--- config.mk ---
export PLATFORM = sky130hd
export DESIGN_NAME = sorted_string_permutation_generator_unit
export DESIGN_NICKNAME = d
export VERILOG_FILES = /design/src/rtl/core/sspg_pkg.sv /design/src/rtl/core/sspg_dpath.sv /design/src/rtl/core/sspg_ctrl.sv /design/src/rtl/core/sorted_string_permutation_generator_unit.sv
export VERILOG_INCLUDE_DIRS = /design/src /design/src/rtl/core
export SDC_FILE = /design/constraint.sdc
export NUM_CORES = 1
export LEC_CHECK = 0
export BUFFER_PORTS_ARGS = -buffer_cell sky130_fd_sc_hd__buf_4
export CORE_ASPECT_RATIO = 0.5
export CORE_MARGIN = 3
export CORE_UTILIZATION = 45
export CTS_CLUSTER_DIAMETER = 150
export DETAILED_ROUTE_END_ITERATION = 8
export SLEW_MARGIN = 20
export SYNTH_ARGS = -nofsm -noshare
export SYNTH_HDL_FRONTEND = slang
export SYNTH_SLANG_ARGS = --single-unit
--- constraint.sdc ---
create_clock -name clk -period 14.3 [get_ports clk]
set_input_delay 0.715 -clock clk [delete_from_list [all_inputs] [get_ports clk]]
set_output_delay 0.715 -clock clk [all_outputs]
set_load 0.02 [all_outputs]
--- src/rtl/core/sorted_string_permutation_generator_unit_macros.svh ---
// Assertion macros for the sorted string permutation generator.
// Included by the top level; depends on nothing else.
`ifndef SORTED_STRING_PERMUTATION_GENERATOR_UNIT_MACROS_SVH
`define SORTED_STRING_PERMUTATION_GENERATOR_UNIT_MACROS_SVH

`ifndef SYNTH
// Same-cycle implication, disabled while reset is asserted.
`define SSPG_ASSERT_IMP(lbl, clk, rst_n, ante, cons) \
	lbl: assert property (@(posedge clk) disable iff (!rst_n) (ante) |-> (cons)) \
		else $error("same-cycle implication violated");
// Next-cycle implication, disabled while reset is asserted.
`define SSPG_ASSERT_NXT(lbl, clk, rst_n, ante, cons) \
	lbl: assert property (@(posedge clk) disable iff (!rst_n) (ante) |=> (cons)) \
		else $error("next-cycle implication violated");
`else
`define SSPG_ASSERT_IMP(lbl, clk, rst_n, ante, cons)
`define SSPG_ASSERT_NXT(lbl, clk, rst_n, ante, cons)
`endif

`endif

--- src/rtl/core/sspg_pkg.sv ---
// Shared types and constants of the sorted string permutation generator.
// Used by the controller, the datapath and the top level; depends on nothing.
package sspg_pkg;

	localparam int CHAR_W      = 8;
	localparam int SRC_W       = 3;
	localparam int CMD_W       = 2;
	localparam int IN_TDATA_W  = 8;
	localparam int OUT_TDATA_W = 16;
	localparam int OUT_TUSER_W = 3;

	typedef enum logic [CMD_W-1:0] {
		CMD_CLEAR  = 2'd0,
		CMD_APPEND = 2'd1,
		CMD_NEXT   = 2'd2
	} cmd_e_t;

	typedef enum logic [3:0] {
		OP_NONE,
		OP_CLEAR,
		OP_APPEND,
		OP_INIT,
		OP_SCAN_START,
		OP_SCAN_I,
		OP_SCAN_J,
		OP_REV_A,
		OP_REV_B,
		OP_EMIT_PREP,
		OP_EMIT,
		OP_SINGLE
	} dp_op_t;

	typedef enum logic [2:0] {
		ST_IDLE,
		ST_FIND_I,
		ST_FIND_J,
		ST_REV_A,
		ST_REV_B,
		ST_EMIT,
		ST_ONE_EMPTY,
		ST_ONE_EXH
	} ctrl_state_t;

	typedef struct packed {
		dp_op_t op;
		logic   exh;
	} dp_cmd_t;

	typedef struct packed {
		logic started;
		logic done;
		logic len_zero;
		logic len_lt2;
		logic i_hit;
		logic i_none;
		logic j_hit;
		logic rev_more;
		logic emit_last;
		logic out_free;
	} dp_stat_t;

endpackage

--- src/rtl/core/sspg_dpath.sv ---
// Datapath of the permutation generator: sorted character store, index tuple,
// scan pointers and the output register. Depends on sspg_pkg.
module sspg_dpath #(
	parameter int MAX_LENGTH = 8
) (
	input  logic                             clk,
	input  logic                             arst_n,
	input  sspg_pkg::dp_cmd_t                cmd,
	input  logic [sspg_pkg::CHAR_W-1:0]      char_in,
	output sspg_pkg::dp_stat_t               stat,
	output logic                             m_axis_tvalid,
	input  logic                             m_axis_tready,
	output logic [sspg_pkg::OUT_TDATA_W-1:0] m_axis_tdata,
	output logic                             m_axis_tlast,
	output logic [sspg_pkg::OUT_TUSER_W-1:0] m_axis_tuser
);
	import sspg_pkg::*;

	localparam int IW = (MAX_LENGTH > 1) ? $clog2(MAX_LENGTH) : 1;
	localparam int LW = $clog2(MAX_LENGTH + 1);
	localparam int EW = (IW > SRC_W) ? IW : SRC_W;

	logic [CHAR_W-1:0] store_q [MAX_LENGTH];
	logic [IW-1:0]     tuple_q [MAX_LENGTH];
	logic [CHAR_W-1:0] ins     [MAX_LENGTH];
	logic [LW-1:0]     len_q;
	logic              started_q;
	logic              done_q;
	logic              dropped_q;
	logic [IW-1:0]     ptr_q;
	logic [IW-1:0]     bptr_q;
	logic [IW-1:0]     piv_q;
	logic [IW-1:0]     pval_q;
	logic [IW-1:0]     cmp_q;
	logic [IW-1:0]     tmp_q;

	logic              out_valid_q;
	logic [CHAR_W-1:0] out_char_q;
	logic [SRC_W-1:0]  out_src_q;
	logic              out_cvalid_q;
	logic              out_last_q;
	logic              out_exh_q;
	logic              out_ovf_q;

	logic [LW-1:0]     len_m1;
	logic [IW-1:0]     last_idx;
	logic [IW-1:0]     rd_addr;
	logic [IW-1:0]     rd_data;
	logic [EW-1:0]     rd_ext;
	logic              full;
	logic              load;

	assign len_m1   = len_q - LW'(1);
	assign last_idx = IW'(len_m1);
	assign full     = (len_q == LW'(MAX_LENGTH));
	assign load     = (cmd.op == OP_EMIT) || (cmd.op == OP_SINGLE);

	// The tuple has a single read port; the address follows the current step.
	always_comb begin
		case (cmd.op)
			OP_SCAN_START: rd_addr = last_idx;
			OP_REV_B:      rd_addr = bptr_q;
			default:       rd_addr = ptr_q;
		endcase
	end

	assign rd_data = tuple_q[rd_addr];
	assign rd_ext  = EW'(rd_data);

	assign stat.started   = started_q;
	assign stat.done      = done_q;
	assign stat.len_zero  = (len_q == '0);
	assign stat.len_lt2   = (len_q <= LW'(1));
	assign stat.i_hit     = (rd_data < cmp_q);
	assign stat.i_none    = !(rd_data < cmp_q) && (ptr_q == '0);
	assign stat.j_hit     = (rd_data > pval_q);
	assign stat.rev_more  = (ptr_q < bptr_q);
	assign stat.emit_last = (ptr_q == last_idx);
	assign stat.out_free  = !out_valid_q || m_axis_tready;

	// Sorted insertion: entries greater than the new byte (signed compare)
	// move up one place, and the new byte lands after any equal ones.
	always_comb begin
		logic              prev_gt;
		logic              cur_gt;
		logic [CHAR_W-1:0] prev_val;
		prev_gt  = 1'b0;
		prev_val = '0;
		for (int p = 0; p < MAX_LENGTH; p++) begin
			cur_gt = (LW'(p) < len_q) && ($signed(store_q[p]) > $signed(char_in));
			if (prev_gt) begin
				ins[p] = prev_val;
			end else if (cur_gt || (LW'(p) == len_q)) begin
				ins[p] = char_in;
			end else begin
				ins[p] = store_q[p];
			end
			prev_gt  = cur_gt;
			prev_val = store_q[p];
		end
	end

	always_ff @(posedge clk or negedge arst_n) begin
		if (!arst_n) begin
			len_q       <= '0;
			started_q   <= 1'b0;
			done_q      <= 1'b0;
			dropped_q   <= 1'b0;
			out_valid_q <= 1'b0;
		end else begin
			case (cmd.op)
				OP_CLEAR: begin
					len_q     <= '0;
					started_q <= 1'b0;
					done_q    <= 1'b0;
					dropped_q <= 1'b0;
				end
				OP_APPEND: begin
					if (full) begin
						dropped_q <= 1'b1;
					end else begin
						len_q <= len_q + LW'(1);
					end
					started_q <= 1'b0;
					done_q    <= 1'b0;
				end
				OP_INIT: begin
					started_q <= 1'b1;
				end
				OP_SINGLE: begin
					if (cmd.exh) begin
						done_q <= 1'b1;
					end
				end
				default: begin
				end
			endcase
			if (load) begin
				out_valid_q <= 1'b1;
			end else if (m_axis_tready) begin
				out_valid_q <= 1'b0;
			end
		end
	end

	always_ff @(posedge clk) begin
		if (cmd.op == OP_APPEND && !full) begin
			for (int p = 0; p < MAX_LENGTH; p++) begin
				store_q[p] <= ins[p];
			end
		end

		for (int k = 0; k < MAX_LENGTH; k++) begin
			if (cmd.op == OP_INIT) begin
				tuple_q[k] <= IW'(k);
			end else if (cmd.op == OP_SCAN_J && stat.j_hit) begin
				if (IW'(k) == ptr_q) begin
					tuple_q[k] <= pval_q;
				end else if (IW'(k) == piv_q) begin
					tuple_q[k] <= rd_data;
				end
			end else if (cmd.op == OP_REV_B) begin
				if (IW'(k) == ptr_q) begin
					tuple_q[k] <= rd_data;
				end else if (IW'(k) == bptr_q) begin
					tuple_q[k] <= tmp_q;
				end
			end
		end

		case (cmd.op)
			OP_INIT: begin
				ptr_q <= '0;
			end
			OP_SCAN_START: begin
				cmp_q <= rd_data;
				ptr_q <= last_idx - IW'(1);
			end
			OP_SCAN_I: begin
				if (stat.i_hit) begin
					piv_q  <= ptr_q;
					pval_q <= rd_data;
					ptr_q  <= last_idx;
				end else begin
					cmp_q <= rd_data;
					ptr_q <= ptr_q - IW'(1);
				end
			end
			OP_SCAN_J: begin
				if (stat.j_hit) begin
					ptr_q  <= piv_q + IW'(1);
					bptr_q <= last_idx;
				end else begin
					ptr_q <= ptr_q - IW'(1);
				end
			end
			OP_REV_A: begin
				tmp_q <= rd_data;
			end
			OP_REV_B: begin
				ptr_q  <= ptr_q + IW'(1);
				bptr_q <= bptr_q - IW'(1);
			end
			OP_EMIT_PREP: begin
				ptr_q <= '0;
			end
			OP_EMIT: begin
				ptr_q        <= ptr_q + IW'(1);
				out_char_q   <= store_q[rd_data];
				out_src_q    <= rd_ext[SRC_W-1:0];
				out_cvalid_q <= 1'b1;
				out_last_q   <= stat.emit_last;
				out_exh_q    <= 1'b0;
				out_ovf_q    <= dropped_q;
			end
			OP_SINGLE: begin
				out_char_q   <= '0;
				out_src_q    <= '0;
				out_cvalid_q <= 1'b0;
				out_last_q   <= 1'b1;
				out_exh_q    <= cmd.exh;
				out_ovf_q    <= dropped_q;
			end
			default: begin
			end
		endcase
	end

	assign m_axis_tvalid = out_valid_q;
	assign m_axis_tdata  = {{(OUT_TDATA_W - SRC_W - CHAR_W){1'b0}}, out_src_q, out_char_q};
	assign m_axis_tlast  = out_last_q;
	assign m_axis_tuser  = {out_ovf_q, out_exh_q, out_cvalid_q};

endmodule

--- src/rtl/core/sspg_ctrl.sv ---
// Controller state machine of the permutation generator: decodes commands
// and sequences the successor search and emission. Depends on sspg_pkg.
module sspg_ctrl (
	input  logic                       clk,
	input  logic                       arst_n,
	input  logic                       s_axis_tvalid,
	output logic                       s_axis_tready,
	input  logic [sspg_pkg::CMD_W-1:0] s_axis_tuser,
	input  sspg_pkg::dp_stat_t         stat,
	output sspg_pkg::dp_cmd_t          cmd
);
	import sspg_pkg::*;

	ctrl_state_t state_q;
	ctrl_state_t state_d;
	cmd_e_t      command;

	assign command = cmd_e_t'(s_axis_tuser);

	always_ff @(posedge clk or negedge arst_n) begin
		if (!arst_n) begin
			state_q <= ST_IDLE;
		end else begin
			state_q <= state_d;
		end
	end

	always_comb begin
		state_d = state_q;
		case (state_q)
			ST_IDLE: begin
				if (s_axis_tvalid && command == CMD_NEXT) begin
					if (stat.done) begin
						state_d = ST_ONE_EXH;
					end else if (!stat.started) begin
						state_d = stat.len_zero ? ST_ONE_EMPTY : ST_EMIT;
					end else if (stat.len_lt2) begin
						state_d = ST_ONE_EXH;
					end else begin
						state_d = ST_FIND_I;
					end
				end
			end
			ST_FIND_I: begin
				if (stat.i_hit) begin
					state_d = ST_FIND_J;
				end else if (stat.i_none) begin
					state_d = ST_ONE_EXH;
				end
			end
			ST_FIND_J: begin
				if (stat.j_hit) begin
					state_d = ST_REV_A;
				end
			end
			ST_REV_A: begin
				state_d = stat.rev_more ? ST_REV_B : ST_EMIT;
			end
			ST_REV_B: begin
				state_d = ST_REV_A;
			end
			ST_EMIT: begin
				if (stat.out_free && stat.emit_last) begin
					state_d = ST_IDLE;
				end
			end
			ST_ONE_EMPTY, ST_ONE_EXH: begin
				if (stat.out_free) begin
					state_d = ST_IDLE;
				end
			end
			default: begin
				state_d = ST_IDLE;
			end
		endcase
	end

	always_comb begin
		cmd.op        = OP_NONE;
		cmd.exh       = 1'b0;
		s_axis_tready = 1'b0;
		case (state_q)
			ST_IDLE: begin
				s_axis_tready = 1'b1;
				if (s_axis_tvalid) begin
					case (command)
						CMD_CLEAR:  cmd.op = OP_CLEAR;
						CMD_APPEND: cmd.op = OP_APPEND;
						CMD_NEXT: begin
							if (stat.done) begin
								cmd.op = OP_NONE;
							end else if (!stat.started) begin
								cmd.op = OP_INIT;
							end else if (!stat.len_lt2) begin
								cmd.op = OP_SCAN_START;
							end
						end
						default: cmd.op = OP_NONE;
					endcase
				end
			end
			ST_FIND_I: cmd.op = OP_SCAN_I;
			ST_FIND_J: cmd.op = OP_SCAN_J;
			ST_REV_A:  cmd.op = stat.rev_more ? OP_REV_A : OP_EMIT_PREP;
			ST_REV_B:  cmd.op = OP_REV_B;
			ST_EMIT: begin
				if (stat.out_free) begin
					cmd.op = OP_EMIT;
				end
			end
			ST_ONE_EMPTY: begin
				if (stat.out_free) begin
					cmd.op = OP_SINGLE;
				end
			end
			ST_ONE_EXH: begin
				if (stat.out_free) begin
					cmd.op  = OP_SINGLE;
					cmd.exh = 1'b1;
				end
			end
			default: begin
			end
		endcase
	end

endmodule

--- src/rtl/core/sorted_string_permutation_generator_unit.sv ---
// Top level of the sorted string permutation generator.
// Instantiates sspg_ctrl and sspg_dpath; depends on sspg_pkg and the macro header.
//
// Usage: each input beat carries a command in s_axis_tuser and a byte in
// s_axis_tdata. Clear empties the string; append inserts the byte in signed
// sorted order (dropped and flagged when the store is full). Both end in the
// accepting cycle and produce no output beat, so can be issued back to back.
// A next request yields one output beat per character of the following
// permutation, tlast on the final one; an empty string gives one beat with
// no character, and once all permutations are given each request returns a
// single exhausted beat.
// The first permutation goes to emission straight after acceptance. A later
// one first steps the index tuple: it scans down for the pivot, then for its
// swap partner, reverses the suffix pair by pair (a read step and a write step
// per pair) and closes the reversal, then emits one beat per character. The
// steps run one after another on the single read port of the index tuple
// register file. Input is taken only while no request is in progress. A
// stalled receiver holds the output register and pauses emission; nothing
// is lost.
// Reset clears the string length and the status flags; the stores need no clearing.
`include "sorted_string_permutation_generator_unit_macros.svh"

module sorted_string_permutation_generator_unit #(
	parameter int MAX_LENGTH = 8
) (
	input  logic                                 clk,
	input  logic                                 arst_n,
	input  logic                                 s_axis_tvalid,
	output logic                                 s_axis_tready,
	// [7:0] char_in
	input  logic [sspg_pkg::IN_TDATA_W-1:0]      s_axis_tdata,
	// [1:0] command
	input  logic [sspg_pkg::CMD_W-1:0]           s_axis_tuser,
	output logic                                 m_axis_tvalid,
	input  logic                                 m_axis_tready,
	// [7:0] char_out, [10:8] source_index, [15:11] zero
	output logic [sspg_pkg::OUT_TDATA_W-1:0]     m_axis_tdata,
	output logic                                 m_axis_tlast,
	// [0] char_valid, [1] exhausted, [2] overflow
	output logic [sspg_pkg::OUT_TUSER_W-1:0]     m_axis_tuser
);
	import sspg_pkg::*;

	dp_cmd_t  dp_cmd;
	dp_stat_t dp_stat;
	logic     in_beat;
	logic     next_beat;
	logic     dp_load;

	sspg_ctrl u_ctrl (
		.clk           (clk),
		.arst_n        (arst_n),
		.s_axis_tvalid (s_axis_tvalid),
		.s_axis_tready (s_axis_tready),
		.s_axis_tuser  (s_axis_tuser),
		.stat          (dp_stat),
		.cmd           (dp_cmd)
	);

	sspg_dpath #(
		.MAX_LENGTH (MAX_LENGTH)
	) u_dpath (
		.clk           (clk),
		.arst_n        (arst_n),
		.cmd           (dp_cmd),
		.char_in       (s_axis_tdata),
		.stat          (dp_stat),
		.m_axis_tvalid (m_axis_tvalid),
		.m_axis_tready (m_axis_tready),
		.m_axis_tdata  (m_axis_tdata),
		.m_axis_tlast  (m_axis_tlast),
		.m_axis_tuser  (m_axis_tuser)
	);

	assign in_beat   = s_axis_tvalid && s_axis_tready;
	assign next_beat = in_beat && (s_axis_tuser == CMD_NEXT);
	assign dp_load   = (dp_cmd.op == OP_EMIT) || (dp_cmd.op == OP_SINGLE);

	// A beat is loaded into the output register only when it is free.
	`SSPG_ASSERT_IMP(a_load_needs_room, clk, arst_n, dp_load, dp_stat.out_free)
	// Every next request produces output, so the block goes busy.
	`SSPG_ASSERT_NXT(a_next_goes_busy, clk, arst_n, next_beat, !s_axis_tready)
	// Clear, append and unused commands finish in the accepting cycle.
	`SSPG_ASSERT_NXT(a_edit_stays_idle, clk, arst_n, in_beat && !next_beat, s_axis_tready)

endmodule

==> results_dict.tcl, run 1 <==
set metrics [dict create \
    die_area_sq_um 22600 \
    syn_area_sq_um 9330 \
    ys_ff_latch 132 \
    yosys-top-cells-area "edfxtp_1 39%, ha_1 13%, mux2_2 6.2%, mux2i_1 4.6%, o21ai_0 3.2%" \
    grt_usage_pct 23.0 \
    final_nets 1007 \
    finClkSkew_ps 9.30 \
    ys.flop_type "edfxtp_1" \
    wl_per_cell_microns 21.5 \
    num_io_pins 36 \
    cts_tree "yes" \
    syn_inst 879 \
    core-area_sq_um 19900 \
    arrival_ps 6200 \
    max_freq_mhz 165 \
    yosysWarnings 0 \
    clk_path_buf_depth 2 \
    synth_edf_count 121 \
    crit_family "compound AO/OA/AOI/OAI gates" \
    grt_max_degree 40 \
    p_leak_nw 4.07 \
    final_hold_viol_count 0 \
    power_density_nw_per_um2 235 \
    slowest_stage "dfrtp_1" \
    max_stage_delay_ps 630 \
    dr.pass1.iters 5 \
    htree_num_levels 4 \
    ant_nets 0 \
    gp_congestion 0.911 \
    overflow 0 \
    irDropWorstVdd_mv 0.136 \
    synth_area_per_cell_sq_um 10.6 \
    ctsRootBufferMaster "clkbuf_16" \
    path_cells "inv_1 > ha_1 > nor2_1 > o2111ai_4 > o32ai_1 > or2_1 > mux2_1 > o22ai_1 > a211oi_4 > buf_4 > ha_1 > a21o_1 > a21oi_1 > a31oi_1 > and2_0 > a41oi_1 > nor2b_1 > o21a_1 > a221oi_1 > o21ai_0" \
    die_w_microns 210 \
    crit_path_frequent_cell "ha_1" \
    worstPathRequired_ps 14450 \
    cts.repair.resized 0 \
    maxSlewViolCount 0 \
    clkTransAtPathRegs_ps 60 \
    cts_made_buffers 17 \
    clk_latency_ps 430 \
    cp-start-kind "flop" \
    num_vias 7031 \
    area_delta_synth_final_pct 10.0 \
    rr_startpoint "u_dpath.len_q[0]" \
    critical_path_class "reg2reg" \
    r2r_slack_ps 8250 \
    endpoint "u_dpath.tuple_q[4][2]" \
    finalSetupViolations 0 \
    ctsHoldBuffers 0 \
    period_minus_slack_ps 6050 \
    critPathLaunch "u_dpath.len_q[0]" \
    place_inst 1145 \
    routed_wl_microns 25300 \
    io_buffers 30 \
    antenna_found_initial 1 \
    status "finished clean" \
    routed_via_density 5.97 \
    antennaDiodeCount 0 \
    ff2ff_path_depth 20 \
    n_fill_cell 1776 \
    worstSetupPathDepth 20 \
    mostFrequentLayoutCell "edfxtp_1" \
    hold_path_class "in2async" \
    async_flop_share_pct 8.33 \
    drt-initial-drc-count 477 \
    mostFrequentLayoutCells "121 x edfxtp_1, 95 x ha_1, 59 x o21ai_0" \
    finalCritPeriodShare_pct 42.3 \
    row_count 36 \
    hpwl_microns 19100 \
    synth_top_area_share_pct 39.0 \
    worstSetupEndpointType "flop" \
    drc 0 \
    synth.distinct_cells 73 \
    slew_headroom_pct 19.5 \
    grt_pass1_vias 6900 \
    grt_pass1_wl_microns 39600 \
    yosysSeqAreaShare_pct 41.9 \
    grt_setup_unrepaired "no" \
    setup_tns_ps 0 \
    start_util_pct 46.8 \
    crit_buf_inv 2 \
    worstPathMaxFanout 39 \
    tightest_slew_ps 1200 \
    die_y_microns 108 \
    instances_no_fill 1177 \
    rr_endpoint "u_dpath.tuple_q[4][2]" \
    numClockSinks 132 \
    drv_cap 0 \
    yosysTopAreaCell "edfxtp_1" \
    post_cts_buffers 0 \
    drive_above_1_share_pct 14.6 \
]
## power by group
part           total (mW)  switching (mW)  leakage, nW  internal, mW
registers           0.706           0.113         1.23         0.592
logic                1.29           0.791         2.57         0.497
clock network       0.422           0.181        0.271         0.241
total                2.42            1.09         4.07          1.33
## final cells by class
class / count / area [sq um] / share of cell area (%)
Multi-Input combinational cell: 658 / 4990 / 48.6
Sequential cell: 132 / 3910 / 38.1
Clock buffer: 18 / 429 / 4.18
Tap cell: 266 / 333 / 3.24
Timing Repair Buffer: 38 / 285 / 2.78
Inverter: 51 / 191 / 1.87
Clock inverter: 14 / 130 / 1.27
## state kept, by name, summed over array words and instances, names as in the netlist
name                   count
u_ctrl.state_q             3
u_dpath.bptr_q             3
u_dpath.cmp_q              3
u_dpath.done_q             1
u_dpath.dropped_q          1
u_dpath.len_q              4
u_dpath.m_axis_tlast       1
u_dpath.m_axis_tvalid      1
u_dpath.out_char_q         8
u_dpath.out_cvalid_q       1
u_dpath.out_exh_q          1
u_dpath.out_ovf_q          1
u_dpath.out_src_q          3
u_dpath.piv_q              3
u_dpath.ptr_q              3
u_dpath.pval_q             3
u_dpath.started_q          1
u_dpath.store_q           64
u_dpath.tmp_q              3
u_dpath.tuple_q           24
## kinds of logic after synthesis
logic type,share of synthesized area [%]
XOR/XNOR,1.03
adder cells (fa/ha/maj),12.7
AND/OR/NAND/NOR,12.7
multiplexers,11.1
buffers and inverters,4.99
AO/OA/AOI/OAI,15.5
flip-flops,41.9
other,0.0402
## layer usage
layer  up-vias  GRT usage (%)  share of wire, %
li1       3336              -                 -
met1      3407           30.4                47
met2       237           37.7                46
met3        49           5.27               5.0
met4         2           7.26               2.6
met5         -              0             0.051
## worst min path at each step
stage,start,to,cells past startpoint
after floorplan,arst_n,u_ctrl.state_q[0],0
after global placement,u_dpath.dropped_q,u_dpath.out_ovf_q,0
after detailed placement,u_dpath.dropped_q,u_dpath.out_ovf_q,0
after CTS,arst_n,u_dpath.dropped_q,1
after global routing,arst_n,u_dpath.dropped_q,1
final,arst_n,u_dpath.dropped_q,1
## stage by stage
step	hold WS, ps	power, mW	utilization, %	worst slack, ps	instance area, sq um
after floorplan	419	1.65	-	9120	9340
after global placement	460	1.96	48.7	8600	9700
after detailed placement	458	1.98	48.7	8410	9700
after CTS	104	2.40	51.5	8380	10300
after global routing	105	2.57	51.6	7680	10300
final	111	2.42	51.6	8250	10300
## Yosys cell counts, types with 19 or more instances
cell type,n
edfxtp_1,121
ha_1,95
o21ai_0,59
nand2_1,58
nor2_1,57
inv_1,51
mux2_2,51
a21oi_1,44
mux2i_1,43
nor2b_1,25
nand3_1,21
clkbuf_1,19
Power figures use the tool's default switching activity.
==> run 2, diff against run 1 <==
==> constraint.sdc (replaced) <==
create_clock -name clk -period 5.1 [get_ports clk]
set_input_delay 0.255 -clock clk [delete_from_list [all_inputs] [get_ports clk]]
set_output_delay 0.255 -clock clk [all_outputs]
set_load 0.02 [all_outputs]
==> run 2 against run 1 <==
Compared with the run above: fmax is 25% higher; global-route usage up 0.58 points; critical path depth shrank 1; non-clock buffer count increased by 18; count of clock-buffer cells in the layout stayed put; combinational power increased to 3.1 times the previous value; first-iteration DRC count grew 12%; power grew to 3.0 times the previous value; cell area is 2.3% higher; clock power increased to 3.1 times the previous value; sequential share of layout area down 0.84 points; largest power group unchanged.
==> results_dict.tcl, run 2 (same netlist as run 1, synthesis figures left out) <==
set metrics [dict create \
    status "finished clean" \
    drc 0 \
    worstSetupEndpointType "flop" \
    critical_path_class "reg2reg" \
    ff2ff_path_depth 19 \
    finClkSkew_ps 12.1 \
    irDropWorstVdd_mv 0.445 \
    routed_via_density 5.88 \
    final_area_sq_um 10500 \
    numClockSinks 132 \
    place_area_sq_um 9830 \
    clkTransAtPathRegs_ps 60 \
    utilization_pct 52.7 \
    drive_above_1_share_pct 16.9 \
    die_y_microns 108 \
    num_vias 7025 \
    io_buffers 30 \
    slew_headroom_pct 27.6 \
    drv_cap 0 \
    final_hold_viol_count 0 \
    antennaDiodeCount 0 \
    die_area_sq_um 22600 \
    grt_max_degree 39 \
    htree_num_levels 4 \
    period_minus_slack_ps 4830 \
    grt_pass1_wl_microns 40300 \
    hpwl_microns 19400 \
    drt-initial-drc-count 534 \
    total_power_mw 7.18 \
    regMostFlops "u_dpath.store_q" \
    ant_nets 0 \
    start_util_pct 46.8 \
    clk_latency_ps 450 \
    gp_congestion 0.919 \
    finalCritPeriodShare_pct 94.8 \
    maxSlewViolCount 0 \
    ctsRootBufferMaster "clkbuf_16" \
    grt_pass1_vias 7025 \
    overflow 0 \
    row_count 36 \
    mostFrequentLayoutCell "edfxtp_1" \
    cts_made_buffers 17 \
    clk_path_buf_depth 2 \
    dr.pass1.iters 5 \
    die_w_microns 210 \
    tightest_slew_ps 1080 \
    largest_registers "u_dpath.store_q (64), u_dpath.tuple_q (24), u_dpath.out_char_q (8)" \
    core-area_sq_um 19900 \
    arrival_ps 5010 \
    final_nets 1025 \
    cp-start-kind "flop" \
    area_delta_synth_final_pct 12.6 \
    antenna_found_initial 0 \
    mostFrequentLayoutCells "121 x edfxtp_1, 95 x ha_1, 59 x o21ai_0" \
    worstPathRequired_ps 5270 \
    r2r_slack_ps 270 \
    largest_register_ffs 64 \
    routed_wl_microns 25800 \
    power_density_nw_per_um2 684 \
    cts_tree "yes" \
    hold_depth 1 \
    hold_path_class "in2reg" \
    worstPathMaxFanout 10 \
    grt_usage_pct 23.6 \
    finalSetupViolations 0 \
    grt_setup_unrepaired "no" \
    num_io_pins 36 \
    max_freq_mhz 207 \
    wl_per_cell_microns 21.6 \
    p_leak_nw 4.18 \
]
[run 2: layout make-up]
cell class	count	area [sq um]
timing repair buffer	56	423
tap	266	333
sequential	132	3910
fill	1802	9410
inverter	51	191
clock inverter	14	185
clock buffer	18	429
multi-input combinational	658	5030
[run 2: metrics by stage]
stage / TNS, ps / std cells / worst slack [ps] / hold WS [ps]
detailed placement: -67.5 / 1162 / -67.5 / 107
global placement: 0 / 1162 / 262 / 102
global route: 0 / 1195 / 52.7 / 41.6
CTS: 0 / 1195 / 82.0 / 39.1
floorplan: 0 / 883 / 2.98 / -40.6
finish: 0 / 1195 / 266 / 54.0
[run 2: repair_timing]
action | CTS | global route
buffers inserted | 0 | 0
gates resized for setup | 2 | 8
endpoints found under the hold margin | 11 | 0
hold buffers | 1 | 0
endpoints found under the setup margin | 4 | 31
[run 2: power breakdown]
group / internal, mW / switching [mW] / leakage [nW]
Combinational: 1.55 / 2.41 / 2.66
Clock: 0.813 / 0.505 / 0.287
Sequential: 1.66 / 0.234 / 1.23
[run 2: final timing paths]
kind                                        start               endpoint
worst max-delay path             u_dpath.len_q[0]  u_dpath.tuple_q[4][2]
worst min-delay path              s_axis_tdata[3]  u_dpath.store_q[0][3]
worst max register to register   u_dpath.len_q[0]  u_dpath.tuple_q[4][2]
worst min register to register  u_dpath.dropped_q      u_dpath.out_ovf_q
max in group asynchronous                  arst_n       u_dpath.len_q[0]
min in group asynchronous                  arst_n       u_dpath.len_q[0]
[run 2: layer usage]
| metal | vias up | part of all wire (%) | global-route usage, % |
|---|---|---|---|
| met5 | - | 0 | 0 |
| met3 | 45 | 5.0 | 4.31 |
| met4 | 0 | 2.2 | 8.50 |
| li1 | 3375 | - | - |
| met2 | 227 | 47 | 39.1 |
| met1 | 3378 | 46 | 31.1 |
[run 2: worst max-delay path, cell delays in order, from the launching register on]
cell	delay [ps]
dfrtp_2	420
inv_1	100
ha_1	240
nor2_1	220
o2111ai_4	230
or2_1	320
a311o_2	490
nand2b_1	170
o22ai_1	260
a211oi_4	60
ha_1	350
a21o_1	130
a21oi_1	90
a31oi_4	270
and2_2	280
a41oi_2	170
nor2b_2	210
o21a_1	150
a221oi_1	230
o21ai_0	140
==> run 3, diff against run 2 <==
==> constraint.sdc (replaced) <==
create_clock -name clk -period 6 [get_ports clk]
set_input_delay 0.3 -clock clk [delete_from_list [all_inputs] [get_ports clk]]
set_output_delay 0.3 -clock clk [all_outputs]
set_load 0.02 [all_outputs]
==> run 3 against run 2 <==
Compared with the run above: sequential cell count unchanged; via count grew 0.95%; worst hold slack improved by 60 ps; critical endpoint unchanged; largest power group unchanged; highest routed layer unchanged.
==> results_dict.tcl, run 3 (same netlist as run 1, synthesis figures left out) <==
set metrics [dict create \
    status "finished clean" \
    largest_registers "u_dpath.store_q (64), u_dpath.tuple_q (24), u_dpath.out_char_q (8)" \
    holdWs_ps 114 \
    clk_path_buf_depth 2 \
    num_io_pins 36 \
    area_delta_synth_final_pct 10.9 \
    die_w_microns 210 \
    drc 0 \
    slowest_stage "or2_1" \
    grt_setup_unrepaired "no" \
    hpwl_microns 19600 \
    antennaDiodeCount 0 \
    max_stage_delay_ps 480 \
    hold_path_class "in2reg" \
    die_y_microns 108 \
    finClkSkew_ps 14.6 \
    die_area_sq_um 22600 \
    worstSetupEndpointType "flop" \
    clk_latency_ps 430 \
    core-area_sq_um 19900 \
    cp-start-kind "flop" \
    num_vias 7092 \
    path_cells "inv_1 > ha_1 > nor2_1 > o2111ai_4 > o32ai_1 > or2_1 > mux2i_1 > mux2i_1 > mux2i_4 > inv_1 > ha_1 > a21oi_1 > a31oi_2 > and2_0 > a41oi_1 > nor2b_1 > o21a_1 > a221oi_1 > o21ai_0" \
    worstPathMaxFanout 10 \
    grt_pass1_vias 6897 \
    tightest_slew_ps 1140 \
    ctsRootBufferMaster "clkbuf_16" \
    utilization_pct 51.9 \
    finalCritPeriodShare_pct 90.2 \
    ant_nets 0 \
    arrival_ps 5570 \
    final_nets 1014 \
    drive_above_1_share_pct 15.5 \
    routed_via_density 5.99 \
    grt_max_degree 39 \
    period_minus_slack_ps 5410 \
    drt-initial-drc-count 476 \
    htree_num_levels 4 \
    wl_per_cell_microns 22.2 \
    mostFrequentLayoutCells "121 x edfxtp_1, 95 x ha_1, 59 x o21ai_0" \
    overflow 0 \
    power_density_nw_per_um2 568 \
    grt_usage_pct 23.3 \
    antenna_found_initial 0 \
    row_count 36 \
    p_leak_nw 4.10 \
    grt_pass1_wl_microns 40100 \
    cts_tree "yes" \
    dr.pass1.iters 5 \
    slew_headroom_pct 23.7 \
    final_hold_viol_count 0 \
    maxSlewViolCount 0 \
    finalSetupViolations 0 \
    instances_no_fill 1184 \
    setup_tns_ps 0 \
    clkTransAtPathRegs_ps 60 \
    max_freq_mhz 185 \
    largest_register_ffs 64 \
    gp_congestion 0.926 \
    place_inst 1151 \
    regMostFlops "u_dpath.store_q" \
    routed_wl_microns 26200 \
    drv_cap 0 \
    irDropWorstVdd_mv 0.357 \
    io_buffers 30 \
    cts_made_buffers 17 \
    numClockSinks 132 \
    critical_path_class "reg2reg" \
    start_util_pct 46.8 \
    worstPathRequired_ps 6160 \
    mostFrequentLayoutCell "edfxtp_1" \
]
-- run 3: cell types whose count changed in the layout (fill, tap and decap cells not counted), moves of 2 or more --
cell        previous run  this run
clkinv_4               1         5
inv_6                  1         3
clkinv_2               2         0
inv_8                  0         5
a31oi_2                1         3
buf_4                 55        44
bufinv_16              4         0
clkinv_1               2         0
clkinvlp_4             4         2
-- run 3: per-layer routing --
| metal | track usage [%] | wire, microns |
|---|---|---|
| met5 | 0 | 0 |
| met2 | 39.2 | 12500 |
| met1 | 30.7 | 11800 |
| met4 | 7.68 | 666 |
| met3 | 4.28 | 1290 |
-- run 3: repair_timing --
item,4_1_cts,5_1_grt
endpoints found under the setup margin,0,1
hold buffers,1,0
setup buffers,0,0
endpoints found under the hold margin,11,0
gates resized for setup,0,1
-- run 3: worst max-delay path: cells and delay by family (launching register included) --
family	cells	cell delay [ps]
and+or+nand+nor	4	1300
buffers and inverters	2	250
muxes	3	680
DFF	1	430
adders and majority gates	2	560
AOI/OAI and AO/OA	8	1920
-- run 3: path summary, 6_finish.rpt --
kind / startpoint / endpoint / slack, ps / cells after the start
min: s_axis_tdata[4] / u_dpath.store_q[0][4] / 110 / 1
max reg2reg: u_dpath.len_q[1] / u_dpath.tuple_q[4][2] / 590 / 19
min reg2reg: u_dpath.dropped_q / u_dpath.out_ovf_q / 480 / 0
max in group asynchronous: arst_n / u_dpath.len_q[1] / 5580 / 2
max: u_dpath.len_q[1] / u_dpath.tuple_q[4][2] / 590 / 19
min in group asynchronous: arst_n / u_dpath.dropped_q / 260 / 2
-- run 3: power breakdown --
group | switching (mW) | internal (mW)
logic | 1.98 | 1.23
clock network | 0.477 | 0.549
registers | 0.229 | 1.41
-- run 3: through the flow --
step	cell area [sq um]	setup WS [ps]	total power, mW
6_report	10300	589	5.87
5_1_grt	10300	109	6.22
4_1_cts	10300	466	5.84
3_5_place_dp	9740	477	4.81
3_3_place_gp	9740	859	4.76
2_1_floorplan	9340	819	3.94
-- run 3: layout make-up --
class / instances / area (sq um)
Tap cell: 266 / 333
Timing Repair Buffer: 45 / 340
Fill cell: 1808 / 9570
Clock buffer: 17 / 425
Multi-Input combinational cell: 658 / 5000
Sequential cell: 132 / 3910
Inverter: 51 / 191
Clock inverter: 15 / 141
